File: config.mk
export PLATFORM = sky130hd
export DESIGN_NAME = incremental_order_checker_unit
export DESIGN_NICKNAME = d
export VERILOG_FILES = /design/src/rtl/ioc_pkg.sv /design/src/rtl/ioc_reach_ram.sv /design/src/rtl/incremental_order_checker_unit.sv
export SDC_FILE = /design/constraint.sdc
export NUM_CORES = 1
export LEC_CHECK = 0
export BUFFER_PORTS_ARGS = -buffer_cell sky130_fd_sc_hd__buf_2
export CAP_MARGIN = 0
export CORE_MARGIN = 3
export CORE_UTILIZATION = 48
export CTS_BUF_LIST = sky130_fd_sc_hd__clkbuf_8
export DETAILED_ROUTE_END_ITERATION = 10
export PLACE_DENSITY = 0.63
export SYNTH_ARGS = -nofsm -noshare
export SYNTH_HDL_FRONTEND = slang
export SYNTH_SLANG_ARGS = --single-unit
File: constraint.sdc
create_clock -name clk -period 6.7 [get_ports clk]
set_input_delay 0 -clock clk [delete_from_list [all_inputs] [get_ports clk]]
set_output_delay 0 -clock clk [all_outputs]
set_load 0.01 [all_outputs]
File: src/rtl/ioc_pkg.sv
// ----------------------------------------------------------------------------
// ioc_pkg
// Shared constants, field widths, result codes and the ones-count helper
// used by the incremental order checker.
// ----------------------------------------------------------------------------
package ioc_pkg;

    localparam int MAX_NODES_DEF  = 26;
    localparam int NODE_W         = 5;
    localparam int CNT_W          = 10;
    localparam int STATUS_W       = 3;
    localparam int CFG_W          = 5;
    localparam int NODE_COUNT_RST = 26;
    localparam int IN_TDATA_W     = 16;
    localparam int OUT_TDATA_W    = 16;

    typedef enum logic [STATUS_W-1:0] {
        STAT_PENDING      = 3'd0,
        STAT_INCONSISTENT = 3'd1,
        STAT_SORTED       = 3'd2,
        STAT_UNDETERMINED = 3'd3,
        STAT_IGNORED      = 3'd4
    } status_t;

    // adder tree over a 32-bit word
    function automatic logic [5:0] ones_count(input logic [31:0] v);
        logic [1:0] l1 [16];
        logic [2:0] l2 [8];
        logic [3:0] l3 [4];
        logic [4:0] l4 [2];
        for (int i = 0; i < 16; i++)
        begin
            l1[i] = {1'b0, v[2*i]} + {1'b0, v[2*i+1]};
        end
        for (int i = 0; i < 8; i++)
        begin
            l2[i] = {1'b0, l1[2*i]} + {1'b0, l1[2*i+1]};
        end
        for (int i = 0; i < 4; i++)
        begin
            l3[i] = {1'b0, l2[2*i]} + {1'b0, l2[2*i+1]};
        end
        for (int i = 0; i < 2; i++)
        begin
            l4[i] = {1'b0, l3[2*i]} + {1'b0, l3[2*i+1]};
        end
        return {1'b0, l4[0]} + {1'b0, l4[1]};
    endfunction

endpackage

File: src/rtl/ioc_reach_ram.sv
// ----------------------------------------------------------------------------
// ioc_reach_ram
// Reachability row store: one row per letter, synchronous read with registered
// output, per-row valid bits so a new case clears the whole store at once.
// ----------------------------------------------------------------------------
module ioc_reach_ram #(
    parameter int MAX_NODES = ioc_pkg::MAX_NODES_DEF
) (
    input  logic                         clk,
    input  logic                         rst_n,
    input  logic                         clear,
    input  logic                         rd_en,
    input  logic [$clog2(MAX_NODES)-1:0] rd_addr,
    output logic [MAX_NODES-1:0]         rd_data,
    input  logic                         wr_en,
    input  logic [$clog2(MAX_NODES)-1:0] wr_addr,
    input  logic [MAX_NODES-1:0]         wr_data
);

    logic [MAX_NODES-1:0] reach_mem [MAX_NODES];
    logic [MAX_NODES-1:0] row_valid_reg;
    logic [MAX_NODES-1:0] mem_q_reg;
    logic                 valid_q_reg;

    always_ff @(posedge clk or negedge rst_n)
    begin
        if (!rst_n)
        begin
            row_valid_reg <= '0;
        end
        else if (clear)
        begin
            row_valid_reg <= '0;
        end
        else if (wr_en)
        begin
            row_valid_reg[wr_addr] <= 1'b1;
        end
    end

    always_ff @(posedge clk)
    begin
        if (wr_en)
        begin
            reach_mem[wr_addr] <= wr_data;
        end
        if (rd_en)
        begin
            mem_q_reg   <= reach_mem[rd_addr];
            valid_q_reg <= row_valid_reg[rd_addr];
        end
    end

    assign rd_data = valid_q_reg ? mem_q_reg : '0;

    a_no_clear_during_write: assert property (@(posedge clk) disable iff (!rst_n)
        !(clear && wr_en))
        else $error("row store cleared while a row is written");

endmodule

File: src/rtl/incremental_order_checker_unit.sv
// ----------------------------------------------------------------------------
// incremental_order_checker_unit
// Incremental order checker: keeps the transitive closure of "smaller before
// larger" relations and reports inconsistent, sorted, pending, undetermined or ignored per relation.
// ----------------------------------------------------------------------------
// Usage:
//   s_axis carries one relation per transaction: tdata holds smaller_node and
//   larger_node, tuser is case_start, tlast is case_end. cfg_* writes
//   node_count (always ready); write it only while the block is idle.
//   m_axis returns results: tuser is the status code, tdata holds
//   relation_number and order_letter, tlast marks the final result of a
//   relation. A sorted outcome gives n results (one per letter), first letter first;
//   every other outcome gives one result.
// Sequence (n = effective node count):
//   An ignored relation (case already decided) goes from acceptance straight
//   to the emit state. Otherwise the row of larger_node is loaded, the n
//   rows are swept, the sweep pipeline drains, the outcome is decided and
//   the output register is loaded; sorted results follow one per cycle while
//   the receiver is ready. s_axis_tready is high only when the previous
//   relation's results are all handed to the output register, so a new
//   relation is not taken before the last one is through.
// Reset clears the store, counters and decision flag; node_count becomes 26.
// A stalled receiver holds the output register and stops the result walk.
// ----------------------------------------------------------------------------
module incremental_order_checker_unit #(
    parameter int MAX_NODES = ioc_pkg::MAX_NODES_DEF
) (
    input  logic                            clk,
    input  logic                            rst_n,
    input  logic                            cfg_valid,
    output logic                            cfg_ready,
    input  logic [ioc_pkg::CFG_W-1:0]       cfg_data,      // node_count
    input  logic                            s_axis_tvalid,
    output logic                            s_axis_tready,
    input  logic [ioc_pkg::IN_TDATA_W-1:0]  s_axis_tdata,  // smaller_node, larger_node
    input  logic                            s_axis_tuser,  // case_start
    input  logic                            s_axis_tlast,  // case_end
    output logic                            m_axis_tvalid,
    input  logic                            m_axis_tready,
    output logic [ioc_pkg::OUT_TDATA_W-1:0] m_axis_tdata,  // relation_number, order_letter
    output logic [ioc_pkg::STATUS_W-1:0]    m_axis_tuser,  // status
    output logic                            m_axis_tlast   // last_of_run
);

    import ioc_pkg::*;

    localparam int IW = $clog2(MAX_NODES);
    localparam int NW = $clog2(MAX_NODES + 1);
    localparam logic [CNT_W-1:0] CNT_MAX = {CNT_W{1'b1}};

    typedef enum logic [2:0] {
        S_IDLE,
        S_LOADL,
        S_GETL,
        S_SWEEP,
        S_FLUSH,
        S_DECIDE,
        S_EMIT
    } state_t;

    state_t               state_reg, state_next;
    logic [CFG_W-1:0]     node_count_reg;
    logic [NW-1:0]        n_reg, n_next;
    logic [IW-1:0]        s_reg, s_next;
    logic [IW-1:0]        l_reg, l_next;
    logic                 upd_reg, upd_next;
    logic                 end_reg, end_next;
    logic [CNT_W-1:0]     cnt_reg, cnt_next;
    logic                 decided_reg, decided_next;
    logic [MAX_NODES-1:0] add_reg, add_next;
    logic [NW-1:0]        iss_reg, iss_next;
    logic                 s1_valid_reg, s1_valid_next;
    logic [IW-1:0]        s1_idx_reg, s1_idx_next;
    logic                 s2_valid_reg, s2_valid_next;
    logic [MAX_NODES-1:0] s2_row_reg, s2_row_next;
    logic [IW-1:0]        s2_idx_reg, s2_idx_next;
    logic                 cyc_reg, cyc_next;
    logic [MAX_NODES-1:0] seen_reg, seen_next;
    status_t              kind_reg, kind_next;
    logic [NW-1:0]        pos_reg, pos_next;
    logic                 ovalid_reg, ovalid_next;
    status_t              ostatus_reg, ostatus_next;
    logic [CNT_W-1:0]     onum_reg, onum_next;
    logic [NODE_W-1:0]    oletter_reg, oletter_next;
    logic                 olast_reg, olast_next;

    logic [IW-1:0]        letter_at [MAX_NODES];

    logic                 accept_in;
    logic                 out_free;
    logic [NODE_W-1:0]    in_s;
    logic [NODE_W-1:0]    in_l;
    logic [NW-1:0]        n_eff;
    logic [CNT_W-1:0]     cnt_base;
    logic [MAX_NODES-1:0] mask;
    logic                 ram_rd_en;
    logic [IW-1:0]        ram_rd_addr;
    logic [MAX_NODES-1:0] ram_rd_data;
    logic                 hit;
    logic [MAX_NODES-1:0] new_row;
    logic [5:0]           pc;
    logic                 pc_ok;
    logic                 total;

    ioc_reach_ram #(
        .MAX_NODES (MAX_NODES)
    ) u_ram (
        .clk     (clk),
        .rst_n   (rst_n),
        .clear   (accept_in && s_axis_tuser),
        .rd_en   (ram_rd_en),
        .rd_addr (ram_rd_addr),
        .rd_data (ram_rd_data),
        .wr_en   (s1_valid_reg),
        .wr_addr (s1_idx_reg),
        .wr_data (new_row)
    );

    assign s_axis_tready = (state_reg == S_IDLE);
    assign accept_in     = s_axis_tvalid && s_axis_tready;
    assign out_free      = !ovalid_reg || m_axis_tready;
    assign cfg_ready     = 1'b1;
    assign in_s          = s_axis_tdata[NODE_W-1:0];
    assign in_l          = s_axis_tdata[2*NODE_W-1:NODE_W];

    always_comb
    begin
        if (node_count_reg < CFG_W'(2))
        begin
            n_eff = NW'(2);
        end
        else if (6'(node_count_reg) > 6'(MAX_NODES))
        begin
            n_eff = NW'(MAX_NODES);
        end
        else
        begin
            n_eff = NW'(node_count_reg);
        end
    end

    always_comb
    begin
        for (int k = 0; k < MAX_NODES; k++)
        begin
            mask[k] = (k < int'(n_reg));
        end
    end

    assign hit     = upd_reg && ((s1_idx_reg == s_reg) || ram_rd_data[s_reg]);
    assign new_row = ram_rd_data | (hit ? add_reg : '0);
    assign pc      = ones_count(32'(s2_row_reg & mask));
    assign pc_ok   = (pc < 6'(MAX_NODES));
    assign total   = &(seen_reg | ~mask);

    always_comb
    begin
        state_next    = state_reg;
        n_next        = n_reg;
        s_next        = s_reg;
        l_next        = l_reg;
        upd_next      = upd_reg;
        end_next      = end_reg;
        cnt_next      = cnt_reg;
        decided_next  = decided_reg;
        add_next      = add_reg;
        iss_next      = iss_reg;
        s1_valid_next = 1'b0;
        s1_idx_next   = s1_idx_reg;
        s2_valid_next = s1_valid_reg;
        s2_row_next   = new_row;
        s2_idx_next   = s1_idx_reg;
        cyc_next      = cyc_reg;
        seen_next     = seen_reg;
        kind_next     = kind_reg;
        pos_next      = pos_reg;
        ovalid_next   = ovalid_reg && !m_axis_tready;
        ostatus_next  = ostatus_reg;
        onum_next     = onum_reg;
        oletter_next  = oletter_reg;
        olast_next    = olast_reg;
        ram_rd_en     = 1'b0;
        ram_rd_addr   = l_reg;
        cnt_base      = s_axis_tuser ? '0 : cnt_reg;

        if (s2_valid_reg)
        begin
            cyc_next = cyc_reg || s2_row_reg[s2_idx_reg];
            if (pc_ok)
            begin
                seen_next[IW'(pc)] = 1'b1;
            end
        end

        case (state_reg)
            S_IDLE:
            begin
                if (accept_in)
                begin
                    n_next       = n_eff;
                    s_next       = IW'(in_s);
                    l_next       = IW'(in_l);
                    upd_next     = (6'(in_s) < 6'(n_eff)) && (6'(in_l) < 6'(n_eff));
                    end_next     = s_axis_tlast;
                    cnt_next     = (cnt_base < CNT_MAX) ? cnt_base + 1'b1 : cnt_base;
                    decided_next = decided_reg && !s_axis_tuser;
                    if (decided_reg && !s_axis_tuser)
                    begin
                        kind_next  = STAT_IGNORED;
                        state_next = S_EMIT;
                    end
                    else
                    begin
                        state_next = S_LOADL;
                    end
                end
            end
            S_LOADL:
            begin
                ram_rd_en   = 1'b1;
                ram_rd_addr = l_reg;
                state_next  = S_GETL;
            end
            S_GETL:
            begin
                add_next   = ram_rd_data | (MAX_NODES'(1) << l_reg);
                cyc_next   = 1'b0;
                seen_next  = '0;
                iss_next   = '0;
                state_next = S_SWEEP;
            end
            S_SWEEP:
            begin
                ram_rd_en     = 1'b1;
                ram_rd_addr   = IW'(iss_reg);
                s1_valid_next = 1'b1;
                s1_idx_next   = IW'(iss_reg);
                iss_next      = iss_reg + 1'b1;
                if (iss_reg == n_reg - 1'b1)
                begin
                    state_next = S_FLUSH;
                end
            end
            S_FLUSH:
            begin
                if (!s1_valid_reg && !s2_valid_reg)
                begin
                    state_next = S_DECIDE;
                end
            end
            S_DECIDE:
            begin
                pos_next   = '0;
                state_next = S_EMIT;
                if (cyc_reg)
                begin
                    kind_next    = STAT_INCONSISTENT;
                    decided_next = 1'b1;
                end
                else if (total)
                begin
                    kind_next    = STAT_SORTED;
                    decided_next = 1'b1;
                end
                else
                begin
                    kind_next = end_reg ? STAT_UNDETERMINED : STAT_PENDING;
                end
            end
            S_EMIT:
            begin
                if (out_free)
                begin
                    ovalid_next  = 1'b1;
                    ostatus_next = kind_reg;
                    onum_next    = cnt_reg;
                    if (kind_reg == STAT_SORTED)
                    begin
                        oletter_next = NODE_W'(letter_at[IW'(n_reg - 1'b1 - pos_reg)]);
                        olast_next   = (pos_reg == n_reg - 1'b1);
                        pos_next     = pos_reg + 1'b1;
                        if (pos_reg == n_reg - 1'b1)
                        begin
                            state_next = S_IDLE;
                        end
                    end
                    else
                    begin
                        oletter_next = '0;
                        olast_next   = 1'b1;
                        state_next   = S_IDLE;
                    end
                end
            end
            default:
            begin
                state_next = S_IDLE;
            end
        endcase
    end

    always_ff @(posedge clk or negedge rst_n)
    begin
        if (!rst_n)
        begin
            state_reg      <= S_IDLE;
            node_count_reg <= CFG_W'(NODE_COUNT_RST);
            n_reg          <= NW'(MAX_NODES);
            s_reg          <= '0;
            l_reg          <= '0;
            upd_reg        <= 1'b0;
            end_reg        <= 1'b0;
            cnt_reg        <= '0;
            decided_reg    <= 1'b0;
            add_reg        <= '0;
            iss_reg        <= '0;
            s1_valid_reg   <= 1'b0;
            s1_idx_reg     <= '0;
            s2_valid_reg   <= 1'b0;
            s2_row_reg     <= '0;
            s2_idx_reg     <= '0;
            cyc_reg        <= 1'b0;
            seen_reg       <= '0;
            kind_reg       <= STAT_PENDING;
            pos_reg        <= '0;
            ovalid_reg     <= 1'b0;
            ostatus_reg    <= STAT_PENDING;
            onum_reg       <= '0;
            oletter_reg    <= '0;
            olast_reg      <= 1'b0;
        end
        else
        begin
            state_reg      <= state_next;
            if (cfg_valid && cfg_ready)
            begin
                node_count_reg <= cfg_data;
            end
            n_reg          <= n_next;
            s_reg          <= s_next;
            l_reg          <= l_next;
            upd_reg        <= upd_next;
            end_reg        <= end_next;
            cnt_reg        <= cnt_next;
            decided_reg    <= decided_next;
            add_reg        <= add_next;
            iss_reg        <= iss_next;
            s1_valid_reg   <= s1_valid_next;
            s1_idx_reg     <= s1_idx_next;
            s2_valid_reg   <= s2_valid_next;
            s2_row_reg     <= s2_row_next;
            s2_idx_reg     <= s2_idx_next;
            cyc_reg        <= cyc_next;
            seen_reg       <= seen_next;
            kind_reg       <= kind_next;
            pos_reg        <= pos_next;
            ovalid_reg     <= ovalid_next;
            ostatus_reg    <= ostatus_next;
            onum_reg       <= onum_next;
            oletter_reg    <= oletter_next;
            olast_reg      <= olast_next;
        end
    end

    // rank table: letter with k successors lands in slot k
    always_ff @(posedge clk)
    begin
        if (s2_valid_reg && pc_ok)
        begin
            letter_at[IW'(pc)] <= s2_idx_reg;
        end
    end

    assign m_axis_tvalid = ovalid_reg;
    assign m_axis_tuser  = ostatus_reg;
    assign m_axis_tdata  = OUT_TDATA_W'({oletter_reg, onum_reg});
    assign m_axis_tlast  = olast_reg;

    a_ready_pipe_empty: assert property (@(posedge clk) disable iff (!rst_n)
        s_axis_tready |-> (!s1_valid_reg && !s2_valid_reg))
        else $error("input taken while the row sweep is still in flight");

    a_ignored_direct: assert property (@(posedge clk) disable iff (!rst_n)
        (accept_in && decided_reg && !s_axis_tuser) |=> (state_reg == S_EMIT))
        else $error("relation of a decided case did not go straight to output");

    a_single_result_last: assert property (@(posedge clk) disable iff (!rst_n)
        (m_axis_tvalid && (m_axis_tuser != STAT_SORTED)) |-> m_axis_tlast)
        else $error("non-sorted result without last marker");

    a_number_nonzero: assert property (@(posedge clk) disable iff (!rst_n)
        m_axis_tvalid |-> (onum_reg != '0))
        else $error("result carries relation number zero");

endmodule
==> parameters.txt <==
Parameter                              Value

Critical path
  Kind of critical path    reg2reg
  WP data arrival    6.98 ns
  Worst path max stage delay    0.57 ns
  Reg2reg setup slack    0.24 ns
  Slowest library cell on the worst path    sky130_fd_sc_hd__fa_1
  Required time worst endpoint    7.22 ns
  Launch point of the critical path    n_reg[4]$_DFFE_PN1P_
  Capture point of the worst reg-to-reg path    letter_at[22][0]$_DFFE_PP_
  Type of destination of the critical path    flop
  Capture point of the critical path    letter_at[22][0]$_DFFE_PP_
  Category of the worst setup path launch point    flop
  Cell family contributing the most delay on the critical path    adder cells
  Most numerous cell on the critical path    sky130_fd_sc_hd__fa_1
  Maximum net fanout on the critical path    9
  Ordered cell list for the critical path    nor3_4, o21ai_2, buf_4, and2_1, fa_1, inv_1, fa_1, inv_1, fa_1, fa_1, fa_1, fa_1, ha_1, fa_2, a21o_1, a21oi_2, xor2_2, nor3b_1, o21ai_1, buf_4, nor3_2, buf_4
  Worst reg-to-reg path cell count    22
  Count of buffering cells on the critical path with inverters included    5
  Logic depth of the worst path, buffers included    22
  Launching point of the worst reg2reg path    n_reg[4]$_DFFE_PN1P_

Clock network
  Clk slew on worst S/H paths    0.06 ns
  Clock latency of the later-clocked register in the worst-skew pair    0.84 ns
  H-tree levels    4
  Number of buffers created by CTS    164
  Clock root buffer    sky130_fd_sc_hd__clkbuf_8
  TritonCTS clock tree    yes
  Number of clock sinks    1019
  Largest buffer count on any clock path    3

Floorplanning
  Area of the core region    87290 um^2
  Overall die height    303.7 um
  Initial core utilization    48.73%
  Die area    92230 um^2
  Number of standard-cell rows in the floorplan    108
  Die X    303.7 um
  Boundary Pins    51

Synth
  Synth Warn #    0
  Dominant synthesized flop cell    sky130_fd_sc_hd__edfxtp_1
  Proportion of synthesized flip-flops having asynchronous set or reset    18.25%
  Sequential fraction of the synthesis area    69.76%
  Number of enable-type register cells in the synthesized netlist    833
  Syn Area/Cell    13.66 um^2
  Post-Synthesis Net Count    3186
  Post-synthesis instance total    3113
  Register bit total from synthesis    1019
  Top-count cell post-synth    sky130_fd_sc_hd__edfxtp_1
  Most used standard cells in the synthesized netlist    sky130_fd_sc_hd__edfxtp_1, sky130_fd_sc_hd__nand2_1, sky130_fd_sc_hd__dfrtp_1
  Largest area contributor in the netlist    sky130_fd_sc_hd__edfxtp_1
  Leading post-synthesis cells by cell area    sky130_fd_sc_hd__edfxtp_1, sky130_fd_sc_hd__dfrtp_1, sky130_fd_sc_hd__nand2_1
  Area share of the largest cell type after synthesis    58.81%
  Count of different cell masters after synthesis    76
  Mapped cell area    42540 um^2

Pwr
  PnR Total Power    26480 uW
  Peak ir drop on the vdd network    0.7691 mV
  Pwr Density    547.9 nW/um^2
  Leakage power of the design    0.01757 uW

Global routing
  Global-route congestion overflow total    0
  Wire length of the first global-routing pass    174700 um
  Number of global-route vias before repair    27260
  GRT Overall Usage    25.03%
  Initial antenna violation count    2
  Largest net degree at the start of global routing    186

Hold path
  Path type of the worst min-delay path    in2reg

Place
  Worst setup slack after placement    -0.07894 ns
  Cells after DPL    4212
  Port bufs    42
  Routability congestion estimate from global placement    0.8820
  Final HPWL from detailed placement    69260 um

Job
  Max-cap violation count    0

Timing
  Finish-stage setup viols    0
  Clock period minus final worst setup slack    6.464 ns
  Setup repair after global routing missed its margin    no
  F_max    154.7 MHz
  Final hold slack    0.1339 ns
  Worst setup skew after layout    0.06002 ns
  Slew @ Worst Pin    1.277 ns
  Max-Slew Margin vs Limit    14.85%
  Worst-case setup margin in the final layout    0.2361 ns
  Final count of pins violating max slew    0
  Hold Vio Cnt, Final    0
  Period utilisation layout    96.48%

Detailed routing
  Remaining number of nets flagged by the antenna check after routing    0
  Via count    27350
  Routed wire length per instance    25.30 um
  Total DRC errors in the routed layout    0
  Post-Route WL    115900 um
  Iteration-0 DRC count of the detailed router    2921
  Detailed-route vias per instance    5.970
  Number of detailed-routing iterations run before antenna repair    6

Finish
  Registers with the most flip-flops    u_ram.reach_mem x676, letter_at x130
  Register with the highest flop count    u_ram.reach_mem
  Synthesis-to-finish area growth    13.62%
  Share of layout cells above drive strength 1    14.66%
  Final cell count without fillers    4582
  Nets@finish    3370
  Max reg flops    676
  Utilization of the core after routing    55.37%

Status
  Result of the run    complete, no violations
## per-stage QoR
| step | instance area [um^2] | TNS, ns |
|---|---|---|
| after floorplan | 42550 | -2.327 |
| after global placement | 44380 | -0.2459 |
| after detailed placement | 44380 | -0.5104 |
| after CTS | 48230 | 0 |
| after global routing | 48330 | 0 |
| final | 48330 | 0 |
## kinds of logic (layout without fill, tap and decap cells)
logic type / count (synthesis) / count (layout) / share of synthesized area [%]
other: 2 / 4 / 0.01766
adders and majority gates: 45 / 45 / 1.659
AOI/OAI and AO/OA: 499 / 499 / 8.380
and+or+nand+nor: 1101 / 1101 / 11.50
buffers and inverters: 236 / 548 / 2.524
DFF: 1019 / 1019 / 69.76
xor gates and xnor gates: 27 / 27 / 0.5883
muxes: 184 / 184 / 5.571
## worst reg2reg max path: cells and delay by family, from the launching register on
| kind | cells | cell delay [ns] |
|---|---|---|
| adders and majority gates | 8 | 3.65 |
| and+or+nand+nor | 4 | 0.82 |
| buffers and inverters | 5 | 0.62 |
| AOI/OAI and AO/OA | 4 | 0.54 |
| DFF | 1 | 0.41 |
| xor gates and xnor gates | 1 | 0.12 |
## worst min path at each step
stage                                         end  depth (start not counted)  slack [ns]    startpoint
floorplan                  add_reg[0]$_DFFE_PN0P_                          0       -0.30         rst_n
global placement              end_reg$_DFFE_PN0P_                          3        0.21  s_axis_tlast
detailed placement  node_count_reg[4]$_DFFE_PN1P_                          3        0.23   cfg_data[4]
CTS                        cnt_reg[5]$_DFFE_PN0P_                          3        0.06  s_axis_tuser
global route               cnt_reg[4]$_DFFE_PN0P_                          4        0.11  s_axis_tuser
finish                     cnt_reg[5]$_DFFE_PN0P_                          3        0.13  s_axis_tuser
## cells in the final DEF (no fill, tap or decap), drive strengths merged, types with 28 or more instances in the layout
cell type and instances:
o221ai 35, a22oi 42, mux2i 116, buf 145, nand2 587, nor2 147
a31oi 52, nand3b 28, a221oi 42, inv 113, nand3 160, and2 28
dlygate4sd3 67, o21a 52, mux2 29, edfxtp 833, clkbuf 184, a21oi 82
dfrtp 180, mux4 39, a32oi 31, clkinv 33, nor3 57, o21ai 54
## layer usage
metal	up-vias	routed length [um]	share of wire [%]	track usage, %
li1	12040	-	-	-
met1	13820	47980	41	34.90
met2	1252	54980	47	39.72
met3	241	9372	8.1	4.792
met4	0	3610	3.1	8.624
met5	-	0	0	0
## area by class of cell
cell class,instances,area (um^2)
well taps,1155,1445
multi-input cells,1858,12150
repair buffers,213,1764
diodes,2,5.005
clock inverters,111,609.3
inverters,41,161.4
clock buffers,183,2519
fillers,7184,38960
flip-flops and latches,1019,29680
## timing repair
item	4_1_cts	5_1_grt
gates resized for setup	3	15
setup endpoints to repair	10	151
setup buffers	0	6
pin swaps	0	2
hold endpoints to repair	157	0
hold buffers	68	0
## power breakdown
group          switching [uW]  internal [uW]  total [uW]
logic                    8170           3900       12100
clock network            2460           2610        5070
registers                 664           8670        9340
total                   11300          15200       26500
No activity file was read; power rests on OpenSTA's default activity.
